$ cat src/hdl/duart_pkg.sv
`timescale 1ns / 1ps

package duart_pkg;

    // item operation codes
    typedef enum logic [1:0] {
        OP_READ  = 2'd0,
        OP_WRITE = 2'd1,
        OP_RX    = 2'd2,
        OP_TICK  = 2'd3
    } t_op;

    // register numbers on the host bus
    localparam logic [3:0] REG_MODE_A   = 4'd0;
    localparam logic [3:0] REG_STAT_A   = 4'd1;
    localparam logic [3:0] REG_CMD_A    = 4'd2;
    localparam logic [3:0] REG_DATA_A   = 4'd3;
    localparam logic [3:0] REG_IPCR     = 4'd4;
    localparam logic [3:0] REG_ISR_IMR  = 4'd5;
    localparam logic [3:0] REG_MODE_B   = 4'd8;
    localparam logic [3:0] REG_STAT_B   = 4'd9;
    localparam logic [3:0] REG_CMD_B    = 4'd10;
    localparam logic [3:0] REG_DATA_B   = 4'd11;
    localparam logic [3:0] REG_IVR      = 4'd12;
    localparam logic [3:0] REG_IPORT    = 4'd13;
    localparam logic [3:0] REG_START    = 4'd14;
    localparam logic [3:0] REG_STOP     = 4'd15;

    // interrupt status / mask bits
    localparam logic [7:0] IRQ_TX_A     = 8'h01;
    localparam logic [7:0] IRQ_RX_A     = 8'h02;
    localparam logic [7:0] IRQ_CTR      = 8'h08;
    localparam logic [7:0] IRQ_TX_B     = 8'h10;
    localparam logic [7:0] IRQ_RX_B     = 8'h20;

    localparam logic [7:0] STAT_BASE    = 8'h0C;
    localparam logic [7:0] ISR_BASE     = 8'h11;
    localparam logic [7:0] IVR_RESET    = 8'h0F;

    // enable field and command field codes
    localparam logic [1:0] EN_ON        = 2'd1;
    localparam logic [1:0] EN_OFF       = 2'd2;
    localparam logic [3:0] CMD_RST_MR   = 4'd1;
    localparam logic [3:0] CMD_RST_RX   = 4'd2;

    // configuration register indexes
    localparam logic [1:0] CFG_PERIOD   = 2'd0;
    localparam logic [1:0] CFG_UNIMPL   = 2'd1;
    localparam logic [1:0] CFG_PINS     = 2'd2;

    localparam logic [3:0] PERIOD_RESET = 4'd10;
    localparam logic [7:0] UNIMPL_RESET = 8'hFF;
    localparam logic [6:0] PINS_RESET   = 7'h10;

    typedef struct packed {
        logic [3:0] counter_period;
        logic [7:0] unimpl_value;
        logic [6:0] input_pins;
    } t_cfg;

endpackage

$ cat src/hdl/duart_apb_regs.sv
`timescale 1ns / 1ps

module duart_apb_regs
    import duart_pkg::*;
(
    input  logic        i_clk,
    input  logic        i_rst_n,
    input  logic        psel,
    input  logic        penable,
    input  logic        pwrite,
    input  logic [3:0]  paddr,
    input  logic [31:0] pwdata,
    output logic [31:0] prdata,
    output logic        pready,
    output t_cfg        o_cfg
);

    t_cfg r_cfg;
    logic w_wr;

    assign w_wr   = psel && penable && pwrite;
    assign pready = 1'b1;
    assign o_cfg  = r_cfg;

    always_ff @(posedge i_clk) begin
        if (!i_rst_n) begin
            r_cfg.counter_period <= PERIOD_RESET;
            r_cfg.unimpl_value   <= UNIMPL_RESET;
            r_cfg.input_pins     <= PINS_RESET;
        end else if (w_wr) begin
            unique case (paddr[3:2])
                CFG_PERIOD: r_cfg.counter_period <= pwdata[3:0];
                CFG_UNIMPL: r_cfg.unimpl_value   <= pwdata[7:0];
                CFG_PINS:   r_cfg.input_pins     <= pwdata[6:0];
                default: ;
            endcase
        end
    end

    always_comb begin
        unique case (paddr[3:2])
            CFG_PERIOD: prdata = {28'd0, r_cfg.counter_period};
            CFG_UNIMPL: prdata = {24'd0, r_cfg.unimpl_value};
            CFG_PINS:   prdata = {25'd0, r_cfg.input_pins};
            default:    prdata = 32'd0;
        endcase
    end

endmodule

$ cat src/hdl/duart_core.sv
`timescale 1ns / 1ps

module duart_core
    import duart_pkg::*;
(
    input  logic       i_clk,
    input  logic       i_rst_n,
    input  t_cfg       i_cfg,
    input  logic       i_go,
    input  t_op        i_op,
    input  logic [3:0] i_reg_index,
    input  logic [7:0] i_write_data,
    input  logic       i_rx_channel,
    input  logic [7:0] i_rx_byte,
    output logic [7:0] o_read_data,
    output logic       o_irq_pend,
    output logic       o_tx_valid,
    output logic       o_tx_channel,
    output logic [7:0] o_tx_byte,
    output logic       o_rx_accepted,
    output logic [7:0] o_out_port
);

    logic [7:0] r_mode_a [2];
    logic [7:0] r_mode_b [2];
    logic       r_ptr_a, r_ptr_b;
    logic [1:0] r_rx_en, r_tx_en, r_rx_rdy;
    logic [7:0] r_hold_a, r_hold_b;
    logic [7:0] r_mask, r_vector, r_out_bits;
    logic [3:0] r_ticks;
    logic       r_ctr_rdy, r_ctr_run;

    logic [7:0] n_mode_a [2];
    logic [7:0] n_mode_b [2];
    logic       n_ptr_a, n_ptr_b;
    logic [1:0] n_rx_en, n_tx_en, n_rx_rdy;
    logic [7:0] n_hold_a, n_hold_b;
    logic [7:0] n_mask, n_vector, n_out_bits;
    logic [3:0] n_ticks;
    logic       n_ctr_rdy, n_ctr_run;

    logic [7:0] n_rd, n_tx_byte;
    logic       n_irq, n_txv, n_txc, n_acc;

    logic [1:0] w_ch_bit;
    logic [1:0] w_cmd_bit;
    logic [1:0] w_rx_f, w_tx_f;
    logic [3:0] w_cmd_f;
    logic [3:0] w_tick_inc;

    assign w_ch_bit   = i_rx_channel ? 2'b10 : 2'b01;
    assign w_cmd_bit  = (i_reg_index == REG_CMD_B) ? 2'b10 : 2'b01;
    assign w_rx_f     = i_write_data[1:0];
    assign w_tx_f     = i_write_data[3:2];
    assign w_cmd_f    = i_write_data[7:4];
    assign w_tick_inc = r_ticks + 4'd1;

    always_comb begin
        n_mode_a   = r_mode_a;
        n_mode_b   = r_mode_b;
        n_ptr_a    = r_ptr_a;
        n_ptr_b    = r_ptr_b;
        n_rx_en    = r_rx_en;
        n_tx_en    = r_tx_en;
        n_rx_rdy   = r_rx_rdy;
        n_hold_a   = r_hold_a;
        n_hold_b   = r_hold_b;
        n_mask     = r_mask;
        n_vector   = r_vector;
        n_out_bits = r_out_bits;
        n_ticks    = r_ticks;
        n_ctr_rdy  = r_ctr_rdy;
        n_ctr_run  = r_ctr_run;
        n_rd       = 8'd0;
        n_irq      = 1'b0;
        n_txv      = 1'b0;
        n_txc      = 1'b0;
        n_tx_byte  = 8'd0;
        n_acc      = 1'b0;

        case (i_op)
            OP_READ: begin
                unique case (i_reg_index)
                    REG_MODE_A: begin
                        n_rd    = r_mode_a[r_ptr_a];
                        n_ptr_a = ~r_ptr_a;
                    end
                    REG_MODE_B: begin
                        n_rd    = r_mode_b[r_ptr_b];
                        n_ptr_b = ~r_ptr_b;
                    end
                    REG_STAT_A: n_rd = STAT_BASE | {7'd0, r_rx_rdy[0]};
                    REG_STAT_B: n_rd = STAT_BASE | {7'd0, r_rx_rdy[1]};
                    REG_DATA_A: begin
                        n_rd        = r_hold_a;
                        n_rx_rdy[0] = 1'b0;
                    end
                    REG_DATA_B: begin
                        n_rd        = r_hold_b;
                        n_rx_rdy[1] = 1'b0;
                    end
                    REG_IPCR: n_rd = 8'd0;
                    REG_ISR_IMR: begin
                        n_rd = ISR_BASE
                             | (r_rx_rdy[0] ? IRQ_RX_A : 8'd0)
                             | (r_ctr_rdy   ? IRQ_CTR  : 8'd0)
                             | (r_rx_rdy[1] ? IRQ_RX_B : 8'd0);
                    end
                    REG_IPORT: n_rd = {1'b0, i_cfg.input_pins};
                    REG_START: begin
                        n_ctr_run = 1'b1;
                        n_ctr_rdy = 1'b0;
                        n_ticks   = 4'd0;
                    end
                    default: n_rd = i_cfg.unimpl_value;
                endcase
            end
            OP_WRITE: begin
                unique case (i_reg_index)
                    REG_MODE_A: begin
                        n_mode_a[r_ptr_a] = i_write_data;
                        n_ptr_a           = ~r_ptr_a;
                    end
                    REG_MODE_B: begin
                        n_mode_b[r_ptr_b] = i_write_data;
                        n_ptr_b           = ~r_ptr_b;
                    end
                    REG_CMD_A, REG_CMD_B: begin
                        if (w_rx_f == EN_ON)       n_rx_en = r_rx_en | w_cmd_bit;
                        else if (w_rx_f == EN_OFF) n_rx_en = r_rx_en & ~w_cmd_bit;
                        if (w_tx_f == EN_ON)       n_tx_en = r_tx_en | w_cmd_bit;
                        else if (w_tx_f == EN_OFF) n_tx_en = r_tx_en & ~w_cmd_bit;
                        if (w_cmd_f == CMD_RST_MR) begin
                            if (w_cmd_bit[0]) n_ptr_a = 1'b0;
                            else              n_ptr_b = 1'b0;
                        end else if (w_cmd_f == CMD_RST_RX) begin
                            n_rx_rdy = r_rx_rdy & ~w_cmd_bit;
                        end
                    end
                    REG_DATA_A: begin
                        n_txv     = 1'b1;
                        n_tx_byte = i_write_data;
                        n_irq     = |(r_mask & IRQ_TX_A);
                    end
                    REG_DATA_B: begin
                        n_txv     = 1'b1;
                        n_txc     = 1'b1;
                        n_tx_byte = i_write_data;
                        n_irq     = |(r_mask & IRQ_TX_B);
                    end
                    REG_ISR_IMR: begin
                        n_mask = i_write_data;
                        n_irq  = |(i_write_data & (IRQ_TX_A | IRQ_TX_B))
                               || (|(i_write_data & IRQ_RX_A) && r_rx_rdy[0])
                               || (|(i_write_data & IRQ_RX_B) && r_rx_rdy[1])
                               || (|(i_write_data & IRQ_CTR) && r_ctr_rdy);
                    end
                    REG_IVR:   n_vector   = i_write_data;
                    REG_START: n_out_bits = r_out_bits | i_write_data;
                    REG_STOP:  n_out_bits = r_out_bits & ~i_write_data;
                    default: ;
                endcase
            end
            OP_RX: begin
                if (|(r_rx_en & w_ch_bit) && !(|(r_rx_rdy & w_ch_bit))) begin
                    if (i_rx_channel) n_hold_b = i_rx_byte;
                    else              n_hold_a = i_rx_byte;
                    n_rx_rdy = r_rx_rdy | w_ch_bit;
                    n_acc    = 1'b1;
                    n_irq    = |(r_mask & (i_rx_channel ? IRQ_RX_B : IRQ_RX_A));
                end
            end
            default: begin
                if (r_ctr_run && !r_ctr_rdy) begin
                    n_ticks = w_tick_inc;
                    if (w_tick_inc >= i_cfg.counter_period) begin
                        n_ticks   = 4'd0;
                        n_ctr_rdy = 1'b1;
                        n_irq     = |(r_mask & IRQ_CTR);
                    end
                end
            end
        endcase
    end

    always_ff @(posedge i_clk) begin
        if (!i_rst_n) begin
            r_mode_a   <= '{default: 8'd0};
            r_mode_b   <= '{default: 8'd0};
            r_ptr_a    <= 1'b0;
            r_ptr_b    <= 1'b0;
            r_rx_en    <= 2'd0;
            r_tx_en    <= 2'd0;
            r_rx_rdy   <= 2'd0;
            r_hold_a   <= 8'd0;
            r_hold_b   <= 8'd0;
            r_mask     <= 8'd0;
            r_vector   <= IVR_RESET;
            r_out_bits <= 8'd0;
            r_ticks    <= 4'd0;
            r_ctr_rdy  <= 1'b0;
            r_ctr_run  <= 1'b0;
        end else if (i_go) begin
            r_mode_a   <= n_mode_a;
            r_mode_b   <= n_mode_b;
            r_ptr_a    <= n_ptr_a;
            r_ptr_b    <= n_ptr_b;
            r_rx_en    <= n_rx_en;
            r_tx_en    <= n_tx_en;
            r_rx_rdy   <= n_rx_rdy;
            r_hold_a   <= n_hold_a;
            r_hold_b   <= n_hold_b;
            r_mask     <= n_mask;
            r_vector   <= n_vector;
            r_out_bits <= n_out_bits;
            r_ticks    <= n_ticks;
            r_ctr_rdy  <= n_ctr_rdy;
            r_ctr_run  <= n_ctr_run;
        end
    end

    // result register
    always_ff @(posedge i_clk) begin
        if (i_go) begin
            o_read_data   <= n_rd;
            o_irq_pend    <= n_irq;
            o_tx_valid    <= n_txv;
            o_tx_channel  <= n_txc;
            o_tx_byte     <= n_tx_byte;
            o_rx_accepted <= n_acc;
            o_out_port    <= n_out_bits;
        end
    end

endmodule

$ cat src/hdl/dual_uart_register_block.sv
`timescale 1ns / 1ps

// two-channel uart register model: each transaction on the input channel is a
// bus read, bus write, received byte or timer tick, and produces exactly one
// result transaction with read data, interrupt pend, transmit byte, receive
// acceptance and the output port levels. an item passes an input register and
// is applied to the register state once the result register is free or being
// taken, at the same edge that captures its result in the output register; one
// item per cycle is sustained while the result channel does not stall. the input
// side keeps accepting while a result waits, as long as the input stage is empty
// or can move on. configuration (counter period, value of unmodelled registers,
// input pins) sits on an apb-style port at byte addresses 0, 4 and 8; the user
// must write it only while no item is in flight, the block does not enforce this
module dual_uart_register_block
    import duart_pkg::*;
(
    input  logic        i_clk,
    input  logic        i_rst_n,

    // item input channel
    input  logic        i_in_valid,
    output logic        o_in_ready,
    input  logic [1:0]  i_op,
    input  logic [3:0]  i_reg_index,
    input  logic [7:0]  i_write_data,
    input  logic        i_rx_channel,
    input  logic [7:0]  i_rx_byte,

    // result channel
    output logic        o_out_valid,
    input  logic        i_out_ready,
    output logic [7:0]  o_read_data,
    output logic        o_irq_pend,
    output logic        o_tx_valid,
    output logic        o_tx_channel,
    output logic [7:0]  o_tx_byte,
    output logic        o_rx_accepted,
    output logic [7:0]  o_out_port,

    // configuration port
    input  logic        psel,
    input  logic        penable,
    input  logic        pwrite,
    input  logic [3:0]  paddr,
    input  logic [31:0] pwdata,
    output logic [31:0] prdata,
    output logic        pready
);

    t_cfg       w_cfg;

    // input stage
    logic       r_s1_valid;
    t_op        r_op;
    logic [3:0] r_reg_index;
    logic [7:0] r_write_data;
    logic       r_rx_channel;
    logic [7:0] r_rx_byte;

    logic       r_out_valid;
    logic       w_go;
    logic       w_in_take;

    // the input stage moves on when the result register is free or being taken
    assign w_go       = r_s1_valid && (!r_out_valid || i_out_ready);
    assign o_in_ready = !r_s1_valid || w_go;
    assign w_in_take  = i_in_valid && o_in_ready;
    assign o_out_valid = r_out_valid;

    always_ff @(posedge i_clk) begin
        if (!i_rst_n) begin
            r_s1_valid  <= 1'b0;
            r_out_valid <= 1'b0;
        end else begin
            if (w_in_take)
                r_s1_valid <= 1'b1;
            else if (w_go)
                r_s1_valid <= 1'b0;

            if (w_go)
                r_out_valid <= 1'b1;
            else if (i_out_ready)
                r_out_valid <= 1'b0;
        end
    end

    // item payload capture, no reset needed
    always_ff @(posedge i_clk) begin
        if (w_in_take) begin
            r_op         <= t_op'(i_op);
            r_reg_index  <= i_reg_index;
            r_write_data <= i_write_data;
            r_rx_channel <= i_rx_channel;
            r_rx_byte    <= i_rx_byte;
        end
    end

    duart_apb_regs u_regs (
        .i_clk   (i_clk),
        .i_rst_n (i_rst_n),
        .psel    (psel),
        .penable (penable),
        .pwrite  (pwrite),
        .paddr   (paddr),
        .pwdata  (pwdata),
        .prdata  (prdata),
        .pready  (pready),
        .o_cfg   (w_cfg)
    );

    // register state and result register
    duart_core u_core (
        .i_clk         (i_clk),
        .i_rst_n       (i_rst_n),
        .i_cfg         (w_cfg),
        .i_go          (w_go),
        .i_op          (r_op),
        .i_reg_index   (r_reg_index),
        .i_write_data  (r_write_data),
        .i_rx_channel  (r_rx_channel),
        .i_rx_byte     (r_rx_byte),
        .o_read_data   (o_read_data),
        .o_irq_pend    (o_irq_pend),
        .o_tx_valid    (o_tx_valid),
        .o_tx_channel  (o_tx_channel),
        .o_tx_byte     (o_tx_byte),
        .o_rx_accepted (o_rx_accepted),
        .o_out_port    (o_out_port)
    );

endmodule
$ cat config.mk
export PLATFORM = sky130hd
export DESIGN_NAME = dual_uart_register_block
export DESIGN_NICKNAME = d
export VERILOG_FILES = /design/src/hdl/duart_pkg.sv /design/src/hdl/duart_apb_regs.sv /design/src/hdl/duart_core.sv /design/src/hdl/dual_uart_register_block.sv
export SDC_FILE = /design/constraint.sdc
export NUM_CORES = 1
export LEC_CHECK = 0
export BUFFER_PORTS_ARGS = -buffer_cell sky130_fd_sc_hd__buf_2
export CORE_MARGIN = 2
export CORE_UTILIZATION = 50
export DETAILED_ROUTE_END_ITERATION = 10
export PLACE_DENSITY_LB_ADDON = 0.05
export SLEW_MARGIN = 20
export SYNTH_ARGS = -nofsm -noshare
export SYNTH_HDL_FRONTEND = slang
export SYNTH_SLANG_ARGS = --single-unit
$ cat constraint.sdc
create_clock -name i_clk -period 2.3 [get_ports i_clk]
set_clock_uncertainty 0.05 [all_clocks]
set_input_delay 0.46 -clock i_clk [delete_from_list [all_inputs] [get_ports i_clk]]
set_output_delay 0.46 -clock i_clk [all_outputs]
set_load 0.1 [all_outputs]
==> impl_metrics.env <==
export IMPL_mappedNetlistArea_sq_mm=0.00677
export IMPL_antenna_found_initial=0
export IMPL_cp_arrival_ns=2.50
export IMPL_gr_total_overflow=0
export IMPL_timing_final_crit_period_ns=2.19
export IMPL_syn_to_final_growth_pct=20.8
export IMPL_cts_root_buf="clkbuf_16"
export IMPL_dp_hpwl_mm=11.7
export IMPL_fmax_ghz=0.456
export IMPL_avgSynthCellArea_sq_um=10.1
export IMPL_slowest_delay_ns=0.74
export IMPL_finalNetCount=845
export IMPL_clock_latency_ns=0.43
export IMPL_cp_max_fo=15
export IMPL_place_congestion=0.914
export IMPL_numCtsBuffers=17
export IMPL_crit_slowest_cell="edfxtp_1"
export IMPL_cts_setup_buffers=0
export IMPL_cp_data_required_time_ns=2.60
export IMPL_outcome="completed"
export IMPL_grt_pass1_wl_mm=25.5
export IMPL_reg2regPathDepth=6
export IMPL_clockBufferDepth=2
export IMPL_path_class="reg -> reg"
export IMPL_wl_mm=16.2
export IMPL_holdPathEnd="r_write_data[0]$_DFFE_PP_"
export IMPL_vias=5213
export IMPL_drc_errors=0
export IMPL_end_kind="register"
export IMPL_drive_above_1_share_pct=24.0
export IMPL_die_height_um=120
export IMPL_p_leak_nw=3.16
export IMPL_ys_seq_elements=145
export IMPL_crit_chain="nand3_1, buf_4, nor3_4, and2_1, a22oi_1, nor2_1"
export IMPL_n_antenna_cell=0
export IMPL_power_density_mw_per_mm2=767
export IMPL_ios=129
export IMPL_grt_max_degree=29
export IMPL_yosysSeqAreaShare_pct=50.4
export IMPL_cap_violations=0
export IMPL_syn_inst=672
export IMPL_hold_start="i_write_data[0]"
export IMPL_place_area_sq_mm=0.00756
export IMPL_io_buffers=77
export IMPL_setup_violations_final=0
export IMPL_final_area_sq_mm=0.00818
export IMPL_fin_crit_sh_pct=95.3
export IMPL_h_tree_depth=4
export IMPL_first_pass_iters=5
export IMPL_hold_class="in -> reg"
export IMPL_cts_tree="done"
export IMPL_fillerInstances=1140
export IMPL_synth_cell_types=64
export IMPL_fin_tns_setup_ns=0
export IMPL_hold_slack_ns=0.157
export IMPL_grt_usage_pct=23.2
export IMPL_worstHoldPathCells=1
export IMPL_synth_edf_count=51
export IMPL_finalHoldViolCount=0
export IMPL_drt_initial_drc_count=426
export IMPL_cts_reportedPaths_clkPinSlew_ns=0.06
export IMPL_wl_per_cell_um=16.9
export IMPL_grt_pass1_vias=4893
export IMPL_ir_worst_vdd_v=0.000568
export IMPL_die_x_um=120
export IMPL_ant_nets=0
export IMPL_row_count=42
export IMPL_synthArstFlopShare_pct=0
export IMPL_core_area_sq_mm=0.0132
export IMPL_rsz0062_at_grt="false"
export IMPL_start_kind="register"
export IMPL_via_per_inst=5.44
export IMPL_maxSlewHeadroom_pct=54.9
export IMPL_worstReg2RegEnd="u_core.r_out_bits[0]$_SDFFE_PN0P_"
export IMPL_worstReg2RegStart="r_reg_index[2]$_DFFE_PP_"
export IMPL_timing_final_max_slew_violations=0
export IMPL_synth_main_ff_cell="dfxtp_1"
export IMPL_worst_slew_pin_slew_ns=0.676
export IMPL_dieArea_sq_mm=0.0145
export IMPL_critPathLaunch="r_reg_index[2]$_DFFE_PP_"
export IMPL_cts_sinks=145
export IMPL_ys_warn_count=0
export IMPL_r2r_slack_ns=0.11
export IMPL_start_util_pct=51.1
==> critical path: cells and delay by family, from the launching register on <==
kind / cells / cell delay (ns)
buffers and inverters: 1 / 0.24
AO/OA/AOI/OAI: 1 / 0.14
flip-flops: 1 / 0.74
AND/OR/NAND/NOR: 4 / 0.93
==> repair_timing <==
action	CTS	global route
gates resized for setup	0	9
endpoints found under the setup margin	0	4
hold buffers	0	0
==> stage by stage <==
stage          instances  power, mW  setup slack [ns]  util [%]
2_1_floorplan        695       3.45            -0.300         -
3_3_place_gp         926       3.60            0.0902      57.1
3_5_place_dp         926       3.61            0.0492      57.1
4_1_cts              958       6.33            0.0326      61.5
5_1_grt              958       6.50           0.00697      61.8
6_report             958       6.28             0.109      61.8
==> worst max-delay path by stage <==
stage                                              to  slack, ns  depth (start not counted)
finish              u_core.r_out_bits[0]$_SDFFE_PN0P_       0.11                          6
floorplan                                   prdata[2]      -0.30                          3
global placement       u_core.r_ticks[0]$_SDFFE_PN0P_       0.09                          8
CTS                    u_core.r_ticks[0]$_SDFFE_PN0P_       0.03                          8
global route        u_core.r_out_bits[6]$_SDFFE_PN0P_      0.007                          6
detailed placement     u_core.r_ticks[0]$_SDFFE_PN0P_       0.05                          8
==> cell families after synthesis <==
group	count (synthesis)	share of synthesized area [%]
fa+ha+maj	10	1.85
xor+xnor	2	0.259
simple gates	243	18.4
mux	79	11.7
other cells	2	0.111
buf+inv	82	6.32
flops	145	50.4
compound gates	109	10.9
==> synth_stat cells (all sizes together), types with 2 or more instances <==
cell	instances	area share [%]
a221oi	7	0.91
nor4	2	0.18
nor3	7	1.3
a22o	13	1.7
a22oi	10	1.1
nand4	4	0.37
nand3	33	2.6
a211o	2	0.26
o21ai	28	2.1
nand3b	2	0.22
dfxtp	94	28
and3	12	1.1
a31o	2	0.26
nand4b	2	0.26
nor3b	5	0.63
conb	2	0.11
a21oi	17	1.3
o211ai	2	0.22
nand2b	6	0.55
ha	10	1.8
nor2	76	4.4
and2	5	0.46
nand2	67	3.8
mux2i	78	12
o21a	2	0.22
or3	6	0.55
a211oi	8	0.96
edfxtp	51	23
inv	15	0.83
clkbuf	28	1.6
nor4b	4	0.74
nor2b	10	0.96
o22ai	9	0.83
buf	38	3.9
==> state kept, by name, summed over array words and instances (netlist names), 5 cells and up, named ones only <==
name	count
u_core.o_out_port	8
u_core.r_mask	5
u_core.o_tx_byte	8
u_core.o_read_data	8
u_core.r_mode_b	16
u_core.r_hold_b	8
u_core.r_mode_a	16
r_rx_byte	8
u_core.r_hold_a	8
u_regs.o_cfg	19
r_write_data	8
u_core.r_out_bits	8
==> routing by layer <==
| metal | wire (um) | vias to the layer above | GRT usage [%] | share of wire [%] |
|---|---|---|---|---|
| met5 | 0 | - | 0 | 0 |
| met4 | 218 | 0 | 8.79 | 1.3 |
| met3 | 938 | 19 | 5.33 | 5.8 |
| met2 | 7450 | 182 | 35.3 | 46 |
| met1 | 7600 | 2458 | 32.1 | 47 |
| li1 | - | 2554 | - | - |
==> layout by cell type, fill, tap and decap left out, types with 3 or more instances in the layout <==
master	Yosys	layout
a22o_2	0	3
o21ai_0	9	5
dfxtp_1	94	92
nand3_1	32	32
edfxtp_1	51	51
inv_2	4	4
nand2_1	66	65
clkinvlp_4	0	4
buf_12	0	8
a22o_1	13	10
a211oi_1	7	7
o22ai_1	9	9
a21oi_1	16	16
nand4_1	4	4
nor3b_1	4	3
mux2i_1	78	78
nor2b_1	9	9
nor2_2	2	3
and3_1	12	12
nor2_1	73	72
nor4b_1	3	3
clkbuf_16	0	17
buf_4	27	44
conb_1	2	25
inv_6	0	5
nand2b_1	6	6
nor3_4	5	5
o21ai_1	19	21
a22oi_1	10	10
buf_2	9	69
a221oi_1	7	7
ha_2	0	3
and2_1	5	4
or3_1	6	6
inv_1	11	11
ha_1	10	6
==> final cells by class <==
type	count	area, sq um	area share (%)
Clock buffer	18	429	5.24
Multi-Input combinational cell	468	3070	37.5
Sequential cell	145	3420	41.7
Inverter	16	60.1	0.734
Timing Repair Buffer	121	836	10.2
Clock inverter	14	155	1.90
Tap cell	176	220	2.69
==> where the power goes <==
part / switching [mW] / total, mW / internal [mW] / leakage, nW
Clock: 1.10 / 2.71 / 1.61 / 0.272
Combinational: 0.621 / 0.802 / 0.182 / 1.64
Sequential: 0.0555 / 2.77 / 2.71 / 1.25
Total: 1.77 / 6.28 / 4.50 / 3.16
No activity file was read; power rests on OpenSTA's default activity.
